--- config.mk ---
export PLATFORM = sky130hd
export DESIGN_NAME = wwb_ctrl
export DESIGN_NICKNAME = d
export VERILOG_FILES = /design/src/sv/wwb_pkg.sv /design/src/sv/wwb_ctrl.sv
export SDC_FILE = /design/constraint.sdc
export NUM_CORES = 1
export LEC_CHECK = 0
export BUFFER_PORTS_ARGS = -buffer_cell sky130_fd_sc_hd__buf_2
export CELL_PAD_IN_SITES_DETAIL_PLACEMENT = 1
export CELL_PAD_IN_SITES_GLOBAL_PLACEMENT = 1
export CORE_AREA = 2 2 39 41
export DETAILED_ROUTE_END_ITERATION = 16
export DIE_AREA = 0 0 41 43
export GPL_TIMING_DRIVEN = 0
export PLACE_DENSITY_LB_ADDON = 0.1
export SYNTH_ARGS = -nofsm -noshare
export SYNTH_HDL_FRONTEND = slang
export SYNTH_SLANG_ARGS = --single-unit
--- constraint.sdc ---
create_clock -name clk_i -period 1 [get_ports clk_i]
set_input_delay 0.05 -clock clk_i [delete_from_list [all_inputs] [get_ports clk_i]]
set_output_delay 0.05 -clock clk_i [all_outputs]
set_load 0.05 [all_outputs]
--- src/sv/wwb_pkg.sv ---
// Package for the weighted window blur: constants, payload types, controller codes.
package wwb_pkg;

  localparam int MaxLine  = 1024;
  localparam int MaxRows  = 4096;
  localparam int ColW     = $clog2(MaxLine);
  localparam int RowW     = $clog2(MaxRows) + 1;
  localparam int WidthW   = 11;
  localparam int HeightW  = 13;
  localparam int WeightW  = 8;
  localparam int ChanW    = 8;
  localparam int PixW     = 3 * ChanW;
  localparam int SumW     = 20;
  localparam int TotW     = 12;
  localparam int CfgIdxW  = 3;
  localparam int CfgDataW = 13;

  localparam logic [CfgIdxW-1:0] RegWidth  = 3'd0;
  localparam logic [CfgIdxW-1:0] RegHeight = 3'd1;
  localparam logic [CfgIdxW-1:0] RegCenter = 3'd2;
  localparam logic [CfgIdxW-1:0] RegSide   = 3'd3;
  localparam logic [CfgIdxW-1:0] RegCorner = 3'd4;

  localparam logic OpPixel = 1'b0;
  localparam logic OpDrain = 1'b1;

  typedef struct packed {
    logic             opcode;
    logic [ChanW-1:0] in_red;
    logic [ChanW-1:0] in_green;
    logic [ChanW-1:0] in_blue;
  } in_item_t;

  typedef struct packed {
    logic [ChanW-1:0] out_red;
    logic [ChanW-1:0] out_green;
    logic [ChanW-1:0] out_blue;
    logic             frame_last;
  } out_item_t;

  typedef enum logic [2:0] {
    S_IDLE,
    S_READ,
    S_SHIFT,
    S_MAC,
    S_DIV,
    S_OUT
  } ctrl_state_e;

  typedef struct packed {
    logic accept;
    logic read;
    logic shift;
    logic mac_clear;
    logic mac_step;
    logic div_step;
    logic out_load;
  } dp_cmd_t;

  typedef struct packed {
    logic acts;
    logic draining;
    logic emit;
    logic mac_last;
    logic div_last;
    logic out_free;
  } dp_status_t;

endpackage

--- src/sv/wwb_ctrl.sv ---
// Controller state machine of the weighted window blur.
module wwb_ctrl (
  input  logic                clk_i,
  input  logic                rst_ni,
  input  logic                in_valid_i,
  input  wwb_pkg::dp_status_t status_i,
  output wwb_pkg::dp_cmd_t    cmd_o,
  output logic                in_stall_o
);

  wwb_pkg::ctrl_state_e state_q, state_d;

  // next state
  always_comb begin
    state_d = state_q;
    unique case (state_q)
      wwb_pkg::S_IDLE: begin
        if (in_valid_i && status_i.acts) state_d = wwb_pkg::S_READ;
      end
      wwb_pkg::S_READ:  state_d = wwb_pkg::S_SHIFT;
      wwb_pkg::S_SHIFT: begin
        if (status_i.emit) state_d = wwb_pkg::S_MAC;
        else if (status_i.draining) state_d = wwb_pkg::S_READ;
        else state_d = wwb_pkg::S_IDLE;
      end
      wwb_pkg::S_MAC: begin
        if (status_i.mac_last) state_d = wwb_pkg::S_DIV;
      end
      wwb_pkg::S_DIV: begin
        if (status_i.div_last) state_d = wwb_pkg::S_OUT;
      end
      wwb_pkg::S_OUT: begin
        if (status_i.out_free) state_d = wwb_pkg::S_IDLE;
      end
      default: state_d = wwb_pkg::S_IDLE;
    endcase
  end

  // commands
  always_comb begin
    cmd_o      = '0;
    in_stall_o = 1'b1;
    unique case (state_q)
      wwb_pkg::S_IDLE: begin
        in_stall_o   = 1'b0;
        cmd_o.accept = in_valid_i;
      end
      wwb_pkg::S_READ:  cmd_o.read = 1'b1;
      wwb_pkg::S_SHIFT: begin
        cmd_o.shift     = 1'b1;
        cmd_o.mac_clear = status_i.emit;
      end
      wwb_pkg::S_MAC:   cmd_o.mac_step = 1'b1;
      wwb_pkg::S_DIV:   cmd_o.div_step = 1'b1;
      wwb_pkg::S_OUT:   cmd_o.out_load = status_i.out_free;
      default: ;
    endcase
  end

  always_ff @(posedge clk_i or negedge rst_ni) begin
    if (!rst_ni) begin
      state_q <= wwb_pkg::S_IDLE;
    end else begin
      state_q <= state_d;
    end
  end

endmodule

==> results of run 1 <==
-- cells by family after synthesis --
logic type / after synthesis / synth area share, %
AOI/OAI and AO/OA: 6 / 21.0
and+or+nand+nor: 11 / 32.3
muxes: 1 / 4.30
buffers and inverters: 5 / 10.2
DFF: 3 / 32.3
-- worst max-delay path, delay by kind of cell (launching register included) --
kind | cells | cell delay, ps
buffers and inverters | 1 | 150
flip-flops | 1 | 400
AND/OR/NAND/NOR | 2 | 480
-- where the power goes --
| part | total, uW | internal, uW | leakage (uW) | switching (uW) |
|---|---|---|---|---|
| clock network | 211 | 149 | 0.0000150 | 61.5 |
| logic | 1820 | 869 | 0.000223 | 952 |
| registers | 251 | 184 | 0.0000371 | 66.4 |
-- per-stage QoR --
stage	hold WS, ps	worst slack [ps]	total power [uW]
floorplan	-246	-405	1260
global placement	-156	-224	1460
detailed placement	-152	-226	1480
CTS	70.0	-325	2180
global route	76.4	-365	2420
finish	74.0	-310	2280
-- worst paths after layout --
check / startpoint / endpoint / slack, ps / cells after the start
max in group asynchronous: rst_ni / state_q[1] / 740 / 2
worst min register to register: state_q[1] / state_q[0] / 660 / 2
worst max-delay path: state_q[0] / cmd_o[6] / -310 / 3
worst max register to register: state_q[0] / state_q[2] / -240 / 5
min in group asynchronous: rst_ni / state_q[2] / 130 / 2
worst min-delay path: status_i[2] / state_q[1] / 70 / 2
-- routing by layer --
layer | global-route usage [%] | routed length, um | part of all wire [%] | vias to the layer above
li1 | - | - | - | 162
met1 | 14.6 | 346 | 44 | 149
met2 | 14.4 | 372 | 47 | 12
met3 | 5.24 | 68 | 8.7 | 0
met4 | 2.00 | 0 | 0 | 0
met5 | 0 | 0 | 0 | -
-- placed cells by master (no fill, tap or decap) --
| master | n |
|---|---|
| buf_8 | 3 |
| clkbuf_1 | 1 |
| nor2_4 | 1 |
| buf_4 | 7 |
| a32o_1 | 1 |
| a32oi_1 | 1 |
| o21ai_1 | 1 |
| a2111o_1 | 1 |
| nor3_4 | 1 |
| a311oi_2 | 1 |
| nor3b_2 | 1 |
| and4_4 | 1 |
| nor2_1 | 1 |
| nor3b_4 | 2 |
| inv_1 | 2 |
| mux2i_1 | 1 |
| and2_4 | 1 |
| a21oi_2 | 1 |
| dlygate4sd3_1 | 1 |
| inv_4 | 1 |
| nor3_1 | 1 |
| clkbuf_4 | 3 |
| buf_6 | 10 |
| dfrtp_2 | 1 |
| dfrtp_1 | 2 |
| nand2_1 | 1 |
| buf_2 | 9 |
| or3_4 | 1 |
-- layout make-up --
cell class                      count  area share, %
Clock buffer                        4           4.44
Sequential cell                     3           12.9
Inverter                            3           2.33
Timing Repair Buffer               28           41.0
Buffer                              2           3.81
Multi-Input combinational cell     18           32.1
Tap cell                           16           3.38
-- what timing repair did --
item,4_1_cts,5_1_grt
hold endpoints to repair,3,0
gates cloned,0,0
hold buffers,1,0
resized for setup,23,3
buffers inserted,9,2
pin swaps,9,3
setup endpoints to repair,11,11
==> metrics.md, run 1 <==
| Metric | Value |
|---|---|
| Startpoint Class | `flop` |
| GRT Resource Usage Total | `between 10% and 20%` |
| Fillers | `roughly 160` |
| H-Tree Depth | `1` |
| Post-Syn Nets | `35` |
| Peak supply drop | `~2 mV` |
| Max FFs per register | `3` |
| Via density | `between 4 and 5` |
| Synth area leaders | `dfrtp_1 32%, nor3b_1 6.5%, nor3b_2 5.4%` |
| Area of the multi-input gates | `between 150 and 200 sq um` |
| Syn_area_per_cell | `between 8 and 9 sq um` |
| Row cnt | `14` |
| Layout Area Growth over Synthesis | `154%` |
| ANT nets after route | `0` |
| Largest regs | `state_q x3` |
| Final WL | `786 um` |
| Routed len/inst | `10.6 um` |
| Ys Warns | `0` |
| Count leader, synth | `dfrtp_1` |
| Fin worst setup slack | `-310 ps` |
| EDFF count, synth | `0` |
| FF/Latch Area | `between 70 and 80 sq um` |
| Clock Latency Late Sink | `between 200 and 250 ps` |
| CTS sink count | `3` |
| Chip width | `41 um` |
| DRC | `0` |
| Run status | `complete, but fails checks` |
| Pins Over Slew Limit | `0` |
| Chip height | `around 43 um` |
| Leak | `roughly 0.00028 uW` |
| Initial Util | `~17%` |
| Diode count | `0` |
| Initial antenna violation count | `0` |
| # IOs | `17` |
| CTS tree | `done` |
| Clock Path Buffers | `2` |
| IO Port Bufs | `16` |
| HP Class | `input pin to flop` |
| TritonRoute pass-1 iters | `1` |
| FF+latch count, synth | `3` |
| Non-Filler Instances | `74` |
| Placed cell count | `58` |
| TritonCTS buffer count | `3` |
| Final instance area | `just under 600 sq um` |
| First-pass GRT wire length | `roughly 1.3 mm` |
| Final Core Density | `42.8%` |
| Area of the mapped netlist | `approximately 230 sq um` |
| Root buf cell | `clkbuf_4` |
| Unique masters post-synth | `21` |
| Achievable Freq | `about 760 MHz` |
| Cell taking the most area after synthesis | `dfrtp_1` |
| HPWL after DPL | `~540 um` |
| Number of global-route vias before repair | `293` |
| Nets@finish | `between 60 and 70` |
| Post-Route Skew | `between 6 and 7 ps` |
| Asr flop ratio synth | `between 90% and 100%` |
| Setup TNS | `-2440 ps` |
| Ys flop type | `dfrtp_1` |
| Fin. Hold Viols | `0` |
| Share of cells above drive strength 1 | `75.9%` |
| Worst path max stage delay | `~400 ps` |
| Slew @ Worst Pin | `247 ps` |
| Worst-path clk slew | `roughly 30 ps` |
| Cells after Synth | `26` |
| Power per cell area | `~3900 nW/um^2` |
| Register with the most flip-flops | `state_q` |
| Seq/Total Area, Yosys | `between 30% and 40%` |
| CP max-delay cell | `dfrtp_1` |
| Setup violators final | `10` |
| Post-layout min period | `between 1000 and 1500 ps` |
| Area post-placement | `383 sq um` |
| Crit path DAT | `approximately 1300 ps` |
| Synth cell count leaders | `3 x dfrtp_1, 2 x inv_1, 2 x nor2_1, 2 x nor3b_1` |
| Failing checks | `negative setup slack` |
| Fin crit share | `131%` |
| Core Region | `~1400 sq um` |
| Largest net degree at the start of global routing | `8` |
| Slew HR | `a little over four fifths` |
| Vias | `between 300 and 400` |
| GPL Wtd Cong | `slightly below 0.7` |
| GRT overflow | `0` |
| Share of the synthesized area in the top cell type | `between 30% and 40%` |
| Critical path class | `flop to output pin` |
| Die Area | `1760 sq um` |
| Unrepaired setup endpoints after global routing | `true` |
| Max cap viols | `0` |
| Max Fanout on Critical Path | `3` |
| CP Cell Sequence | `or3_4 > nor2_4 > buf_6` |
| Critical Path RT | `around 950 ps` |
| Initial DRC Count | `0` |
| Crit. End Element | `output pin` |
No activity file was read; power rests on OpenSTA's default activity.
==> inputs of run 2 (changes only) <==
--- a/config.mk
+++ b/config.mk
@@ -5,7 +5,9 @@
 export SDC_FILE = /design/constraint.sdc
 export NUM_CORES = 1
 export LEC_CHECK = 0
+export ABC_AREA = 1
 export BUFFER_PORTS_ARGS = -buffer_cell sky130_fd_sc_hd__buf_2
+export CAP_MARGIN = 20
 export CELL_PAD_IN_SITES_DETAIL_PLACEMENT = 1
 export CELL_PAD_IN_SITES_GLOBAL_PLACEMENT = 1
 export CORE_AREA = 2 2 39 41
==> constraint.sdc (replaced) <==
create_clock -name clk_i -period 1 [get_ports clk_i]
set_input_delay 0 -clock clk_i [delete_from_list [all_inputs] [get_ports clk_i]]
set_output_delay 0 -clock clk_i [all_outputs]
set_load 0.05 [all_outputs]
==> run 2 against run 1 <==
Compared with the run above: the flow still finishes with violations (negative setup slack); clock-buffer cell count stayed put; global-route usage is 1.9 points higher; critical path depth is 3 higher; non-clock buffer count is 6 lower; sequential share of layout area is 0.35 points lower; hold slack worse by 29 ps; critical endpoint unchanged; largest cell class is now multi-input combinational cells; highest routed layer is now met4.
==> metrics.md, run 2 <==
| Metric | Value |
|---|---|
| Max Fanout on Critical Path | `4 (was 3)` |
| Cell taking the most area after synthesis | `dfrtp_1 (unchanged)` |
| Met1 usage | `15.0% (was 14.6%)` |
| Post-Syn Nets | `53 (was 35)` |
| Crit. End Element | `output pin (unchanged)` |
| Peak supply drop | `1.39 mV (was 1.94 mV)` |
| Count leader, synth | `nor2_1 (was dfrtp_1)` |
| Fillers | `177 (was 159)` |
| Placed cell count | `76 (was 58)` |
| Max cap viols | `0 (unchanged)` |
| Post-Synth Simple-Gate Area | `46.8% (was 32.3%)` |
| Layout Area Growth over Synthesis | `147% (was 154%)` |
| Most frequent cells in the layout | `9 x buf_2, 7 x nor2_1, 7 x buf_6 (was 10 x buf_6, 9 x buf_2, 7 x buf_4)` |
| GR Util met3 | `3.14% (was 5.24%)` |
| # IOs | `17 (unchanged)` |
| FF+latch count, synth | `3 (unchanged)` |
| Routed len/inst | `10.1 um (was 10.6 um)` |
| Slew HR | `83.6% (about the same)` |
| Chip width | `41 um (unchanged)` |
| Most common cell after layout, fill and taps aside | `buf_2 (was buf_6)` |
| Number of global-route vias before repair | `344 (was 293)` |
| Startpoint Class | `flop (unchanged)` |
| DRC | `0 (unchanged)` |
| Worst-path clk slew | `40 ps (was 30 ps)` |
| Critical path class | `flop to output pin (unchanged)` |
| GRT overflow | `0 (unchanged)` |
| Pins Over Slew Limit | `0 (unchanged)` |
| CTS tree | `done (unchanged)` |
| Ys flop type | `dfrtp_1 (unchanged)` |
| Core Region | `1380 sq um (unchanged)` |
| ANT nets after route | `0 (unchanged)` |
| Post-Synth XOR/XNOR Area | `0% (unchanged)` |
| Achievable Freq | `826 MHz (was 763 MHz)` |
| Slew @ Worst Pin | `248 ps (was 247 ps)` |
| Initial DRC Count | `1 (was 0)` |
| TritonRoute pass-1 iters | `2 (was 1)` |
| Final WL | `892 um (was 786 um)` |
| Cells after Synth | `44 (was 26)` |
| Final instance area | `628 sq um (was 592 sq um)` |
| R2R Setup Slk | `-130 ps (was -240 ps)` |
| HPWL after DPL | `602 um (was 537 um)` |
| First-pass GRT wire length | `1.40 mm (was 1.27 mm)` |
| CTS sink count | `3 (unchanged)` |
| Synth cell count leaders | `12 x nor2_1, 11 x inv_1, 7 x nand2_1, 3 x dfrtp_1 (was 3 x dfrtp_1, 2 x inv_1, 2 x nor2_1, 2 x nor3b_1)` |
| Post-layout min period | `1210 ps (was 1310 ps)` |
| Top Usage Layer GRT | `met2 (was met1)` |
| EDFF count, synth | `0 (unchanged)` |
| Critical Path RT | `1000 ps (was 950 ps)` |
| Met2 usage in global routing | `17.5% (was 14.4%)` |
| Clock Path Buffers | `2 (unchanged)` |
| Power per cell area | `3370 nW/um^2 (was 3860 nW/um^2)` |
| Register with the most flip-flops | `state_q (unchanged)` |
| Placement Setup Slack | `-195 ps (was -226 ps)` |
| Largest family of logic cells by synthesized area | `simple AND/OR/NAND/NOR gates (unchanged)` |
| Initial antenna violation count | `0 (unchanged)` |
| H-Tree Depth | `1 (unchanged)` |
| Initial Util | `18.4% (was 16.8%)` |
| Post-Synth Adder-Cell Area | `0% (unchanged)` |
| TritonCTS buffer count | `3 (unchanged)` |
| Syn_area_per_cell | `5.77 sq um (was 8.95 sq um)` |
| Failing checks | `negative setup slack (unchanged)` |
| Unique masters post-synth | `13 (was 21)` |
| Share of cells above drive strength 1 | `73.6% (was 75.9%)` |
| Largest regs | `state_q x3 (unchanged)` |
| GRT Resource Usage Total | `12.4% (was 10.5%)` |
| Area post-placement | `399 sq um (was 383 sq um)` |
| Largest net degree at the start of global routing | `5 (was 8)` |
| Leak | `0.000307 uW (was 0.000275 uW)` |
| Post-Route Skew | `1.66 ps (was 6.54 ps)` |
| Ys Warns | `0 (unchanged)` |
| Area of the mapped netlist | `254 sq um (was 233 sq um)` |
| Diode count | `0 (unchanged)` |
| Share of the synthesized area in the top cell type | `29.6% (was 32.3%)` |
| IO Port Bufs | `16 (unchanged)` |
| GPL Wtd Cong | `0.619 (was 0.687)` |
| Die Area | `1760 sq um (unchanged)` |
| Crit path DAT | `1210 ps (was 1260 ps)` |
| Seq/Total Area, Yosys | `29.6% (was 32.3%)` |
| Via density | `4.19 (was 4.36)` |
| Row cnt | `14 (unchanged)` |
| Max FFs per register | `3 (unchanged)` |
| Fin crit share | `121% (was 131%)` |
| Root buf cell | `clkbuf_4 (unchanged)` |
| Non-Filler Instances | `88 (was 74)` |
| Fin worst setup slack | `-211 ps (was -310 ps)` |
| Nets@finish | `82 (was 68)` |
| Setup violators final | `11 (was 10)` |
| HP Class | `input pin to flop (unchanged)` |
| Run status | `complete, but fails checks (unchanged)` |
| Unrepaired setup endpoints after global routing | `true (unchanged)` |
| Complex-gate fraction of the synthesized area | `5.91% (was 21.0%)` |
| Proportion of synthesized area in mux cells | `0% (was 4.30%)` |
| Clock Latency Late Sink | `240 ps (was 230 ps)` |
| Asr flop ratio synth | `100% (unchanged)` |
| Fin. Hold Viols | `0 (unchanged)` |
| Chip height | `43 um (unchanged)` |
| Synth area leaders | `dfrtp_1 30%, nor2_1 18%, inv_1 16% (was dfrtp_1 32%, nor3b_1 6.5%, nor3b_2 5.4%)` |
| Vias | `369 (was 323)` |
[run 2: cell types whose count changed in the layout (fill, tap and decap cells not counted), sizes merged, moves of 3 or more]
cell	before	now
nand3	0	3
nor3b	3	0
nand2	1	8
nor2	2	13
buf	29	23
inv	3	12
[run 2: logic make-up (layout without fill, tap and decap cells)]
logic type,Yosys count,in the layout
and+or+nand+nor,26,26
DFF,3,3
AOI/OAI and AO/OA,3,3
buffers and inverters,12,40
[run 2: metal layers]
metal	wire length (um)	share of wire, %
met1	331	37
met2	458	51
met3	78	8.7
met4	23	2.6
met5	0	0
[run 2: through the flow]
stage	power [uW]	TNS [ps]	utilization, %	hold slack [ps]
finish	2120	-1530	45.4	45.2
global route	2260	-2190	45.4	66.3
CTS	1910	-1620	40.7	41.7
detailed placement	1290	-672	28.8	-203
global placement	1290	-771	28.8	-201
floorplan	1080	-411	-	-296
[run 2: timing repair]
item | 4_1_cts | 5_1_grt
hold buffers | 1 | 0
pin swaps | 7 | 8
setup endpoints to repair | 10 | 11
gates resized for setup | 24 | 20
setup buffers | 7 | 0
hold endpoints to repair | 3 | 0
cloned | 0 | 0
[run 2: power by group]
part / switching, uW / internal (uW)
logic: 965 / 661
registers: 82.4 / 185
clock network: 71.9 / 150
total: 1120 / 996
[run 2: cell type report]
cell class,count,area (sq um),area share (%)
flip-flops and latches,3,78.8,12.5
well taps,16,20.0,3.19
repair buffers,24,224,35.7
inverters,12,50.0,7.97
clock buffers,4,26.3,4.18
multi-input cells,29,229,36.5
[run 2: final timing paths]
path	from	end	cells after the start
max in group asynchronous	rst_ni	state_q[2]	2
worst max-delay path	state_q[1]	cmd_o[6]	6
worst min-delay path	status_i[2]	state_q[1]	4
worst min register to register	state_q[1]	state_q[0]	3
worst max register to register	state_q[2]	state_q[2]	6
min in group asynchronous	rst_ni	state_q[0]	2
[run 2: worst max-delay path, stage by stage, from the launching register on]
cell,delay (ps)
dfrtp_2,430
inv_2,100
nand2_4,60
nor2_4,110
inv_4,50
nor2_4,80
buf_8,150
==> inputs of run 3 (changes only) <==
--- a/config.mk
+++ b/config.mk
@@ -5,7 +5,6 @@
 export SDC_FILE = /design/constraint.sdc
 export NUM_CORES = 1
 export LEC_CHECK = 0
-export ABC_AREA = 1
 export BUFFER_PORTS_ARGS = -buffer_cell sky130_fd_sc_hd__buf_2
 export CAP_MARGIN = 20
 export CELL_PAD_IN_SITES_DETAIL_PLACEMENT = 1
==> run 3 against run 2 <==
Compared with the run above: the run still ends with negative setup slack left; fmax down 4.1%; combinational power up 13%; global-route usage decreased by 1.6 points; die area unchanged; critical endpoint unchanged; largest power group unchanged.
==> metrics.md, run 3 (same netlist as run 1, synthesis figures left out) <==
| Metric | Value |
|---|---|
| Run status | `complete, but fails checks (unchanged)` |
| Failing checks | `negative setup slack (unchanged)` |
| Startpoint Class | `flop (unchanged)` |
| Pins Over Slew Limit | `0 (unchanged)` |
| Clock Path Buffers | `2 (unchanged)` |
| Area of the multi-input gates | `190 sq um (was 229 sq um)` |
| Core Region | `1380 sq um (unchanged)` |
| CTS tree | `done (unchanged)` |
| Fin. Hold Viols | `0 (unchanged)` |
| TritonRoute pass-1 iters | `2 (unchanged)` |
| Unrepaired setup endpoints after global routing | `true (unchanged)` |
| First-pass GRT wire length | `1.30 mm (was 1.40 mm)` |
| TritonCTS buffer count | `3 (unchanged)` |
| Die Area | `1760 sq um (unchanged)` |
| Achievable Freq | `792 MHz (was 826 MHz)` |
| Post-Route Skew | `6.79 ps (was 1.66 ps)` |
| Share of cells above drive strength 1 | `75.9% (was 73.6%)` |
| Largest regs | `state_q x3 (unchanged)` |
| CP max-delay cell | `dfrtp_1 (was dfrtp_2)` |
| GPL Wtd Cong | `0.687 (was 0.619)` |
| Critical path class | `flop to output pin (unchanged)` |
| Most common cell after layout, fill and taps aside | `buf_6 (was buf_2)` |
| Hold_ws | `21.3 ps (was 45.2 ps)` |
| Peak supply drop | `1.94 mV (was 1.39 mV)` |
| Row cnt | `14 (unchanged)` |
| Initial antenna violation count | `0 (unchanged)` |
| Most frequent cells in the layout | `11 x buf_6, 9 x buf_2, 6 x buf_4 (was 9 x buf_2, 7 x nor2_1, 7 x buf_6)` |
| Placed cell count | `58 (was 76)` |
| Layout Area Growth over Synthesis | `156% (was 147%)` |
| Leak | `0.000276 uW (was 0.000307 uW)` |
| Diode count | `0 (unchanged)` |
| R2R Setup Slk | `-200 ps (was -130 ps)` |
| Slew @ Worst Pin | `247 ps (was 248 ps)` |
| HPWL after DPL | `537 um (was 602 um)` |
| IO Port Bufs | `16 (unchanged)` |
| Vias | `327 (was 369)` |
| Max cap viols | `0 (unchanged)` |
| Chip height | `43 um (unchanged)` |
| Via density | `4.42 (was 4.19)` |
| H-Tree Depth | `1 (unchanged)` |
| Seq pwr share | `10.8% (was 12.6%)` |
| CP Cell Sequence | `or3_4 > nor2_4 > buf_6 (was inv_2 > nand2_4 > nor2_4 > inv_4 > nor2_4 > buf_8)` |
| Logic pwr share | `80.0% (was 76.9%)` |
| CTS sink count | `3 (unchanged)` |
| Net Sw Power | `1090 uW (was 1120 uW)` |
| DRC | `0 (unchanged)` |
| Nets@finish | `68 (was 82)` |
| FF/Latch Area | `76.3 sq um (was 78.8 sq um)` |
| Power per cell area | `3870 nW/um^2 (was 3370 nW/um^2)` |
| GRT overflow | `0 (unchanged)` |
| Setup TNS | `-2080 ps (was -1530 ps)` |
| Critical Path RT | `1000 ps (about the same)` |
| Largest net degree at the start of global routing | `8 (was 5)` |
| WHS Path Cells | `2 (was 4)` |
| Clock Latency Late Sink | `230 ps (was 240 ps)` |
| Slew HR | `83.6% (about the same)` |
| Initial Util | `16.8% (was 18.4%)` |
| Register with the most flip-flops | `state_q (unchanged)` |
| HP Class | `input pin to flop (unchanged)` |
| Clock share of power | `9.2% (was 10.5%)` |
| Crit. End Element | `output pin (unchanged)` |
| Fin worst setup slack | `-263 ps (was -211 ps)` |
| Max FFs per register | `3 (unchanged)` |
| Setup violators final | `11 (unchanged)` |
| Crit path DAT | `1260 ps (was 1210 ps)` |
| Initial DRC Count | `4 (was 1)` |
| Post-layout min period | `1260 ps (was 1210 ps)` |
| ANT nets after route | `0 (unchanged)` |
| Worst Reg-to-Reg Cells | `4 (was 6)` |
| Number of global-route vias before repair | `291 (was 344)` |
| Final WL | `804 um (was 892 um)` |
| Total chip power | `2310 uW (was 2120 uW)` |
| Chip width | `41 um (unchanged)` |
| # IOs | `17 (unchanged)` |
| Max Fanout on Critical Path | `3 (was 4)` |
| Fillers | `161 (was 177)` |
| Worst path max stage delay | `400 ps (was 430 ps)` |
| Non-Filler Instances | `74 (was 88)` |
| Worst-path clk slew | `30 ps (was 40 ps)` |
| Root buf cell | `clkbuf_4 (unchanged)` |
| Pint | `1220 uW (was 996 uW)` |
| GRT Resource Usage Total | `10.8% (was 12.4%)` |
| Routed len/inst | `10.9 um (was 10.1 um)` |
| Switching power share of the total | `47.1% (was 52.9%)` |
| Fin crit share | `126% (was 121%)` |
-- run 3: changes by cell type in the layout (fill, tap and decap cells not counted), sizes merged, moves of 3 or more --
cell	delta
inv	-9
nand2	-7
nor2	-11
buf	+6
nor3b	+3
nand3	-3
-- run 3: metrics by stage --
stage	util (%)	area, sq um	worst slack [ps]
2_1_floorplan	-	283	-355
3_3_place_gp	27.7	383	-174
3_5_place_dp	27.7	383	-176
4_1_cts	40.7	563	-275
5_1_grt	43.0	596	-315
6_report	43.0	596	-263
-- run 3: critical path, delay by kind of cell (launching register included) --
kind / cells / cell delay (ps)
buffers and inverters: 1 / 150
and+or+nand+nor: 2 / 480
DFF: 1 / 400
-- run 3: final timing paths --
| path | end | start |
|---|---|---|
| setup / recovery | cmd_o[6] | state_q[0] |
| hold / removal | state_q[1] | status_i[2] |
| setup reg to reg | state_q[0] | state_q[0] |
| hold reg to reg | state_q[0] | state_q[1] |
| max in group asynchronous | state_q[1] | rst_ni |
| min in group asynchronous | state_q[2] | rst_ni |
-- run 3: power groups by stage --
| stage | clock network, uW | logic (uW) | registers [uW] |
|---|---|---|---|
| floorplan | 0 | 1010 | 250 |
| global placement | 0 | 1190 | 270 |
| detailed placement | 0 | 1200 | 272 |
| CTS | 220 | 1710 | 252 |
| global route | 234 | 1950 | 264 |
| finish | 212 | 1840 | 250 |
-- run 3: metal layers --
metal | GRT usage (%) | wire, um | part of all wire, % | up-vias
met4 | 2.00 | 0 | 0 | 0
met3 | 5.24 | 68 | 8.5 | 0
met1 | 15.6 | 371 | 46 | 154
met2 | 14.4 | 364 | 45 | 12
li1 | - | - | - | 161
met5 | 0 | 0 | 0 | -
-- run 3: cell type report --
class	instances	share of cell area, %
timing repair buffer	28	41.4
multi-input combinational	18	31.9
sequential	3	12.8
clock buffer	4	4.41
buffer	2	3.78
tap	16	3.36
inverter	3	2.31
-- run 3: what timing repair did --
item | 4_1_cts | 5_1_grt
buffers inserted | 9 | 2
hold buffers | 1 | 0
pin swaps | 8 | 4
cloned | 0 | 0
endpoints found under the hold margin | 3 | 0
resized for setup | 23 | 4
setup endpoints to repair | 11 | 11
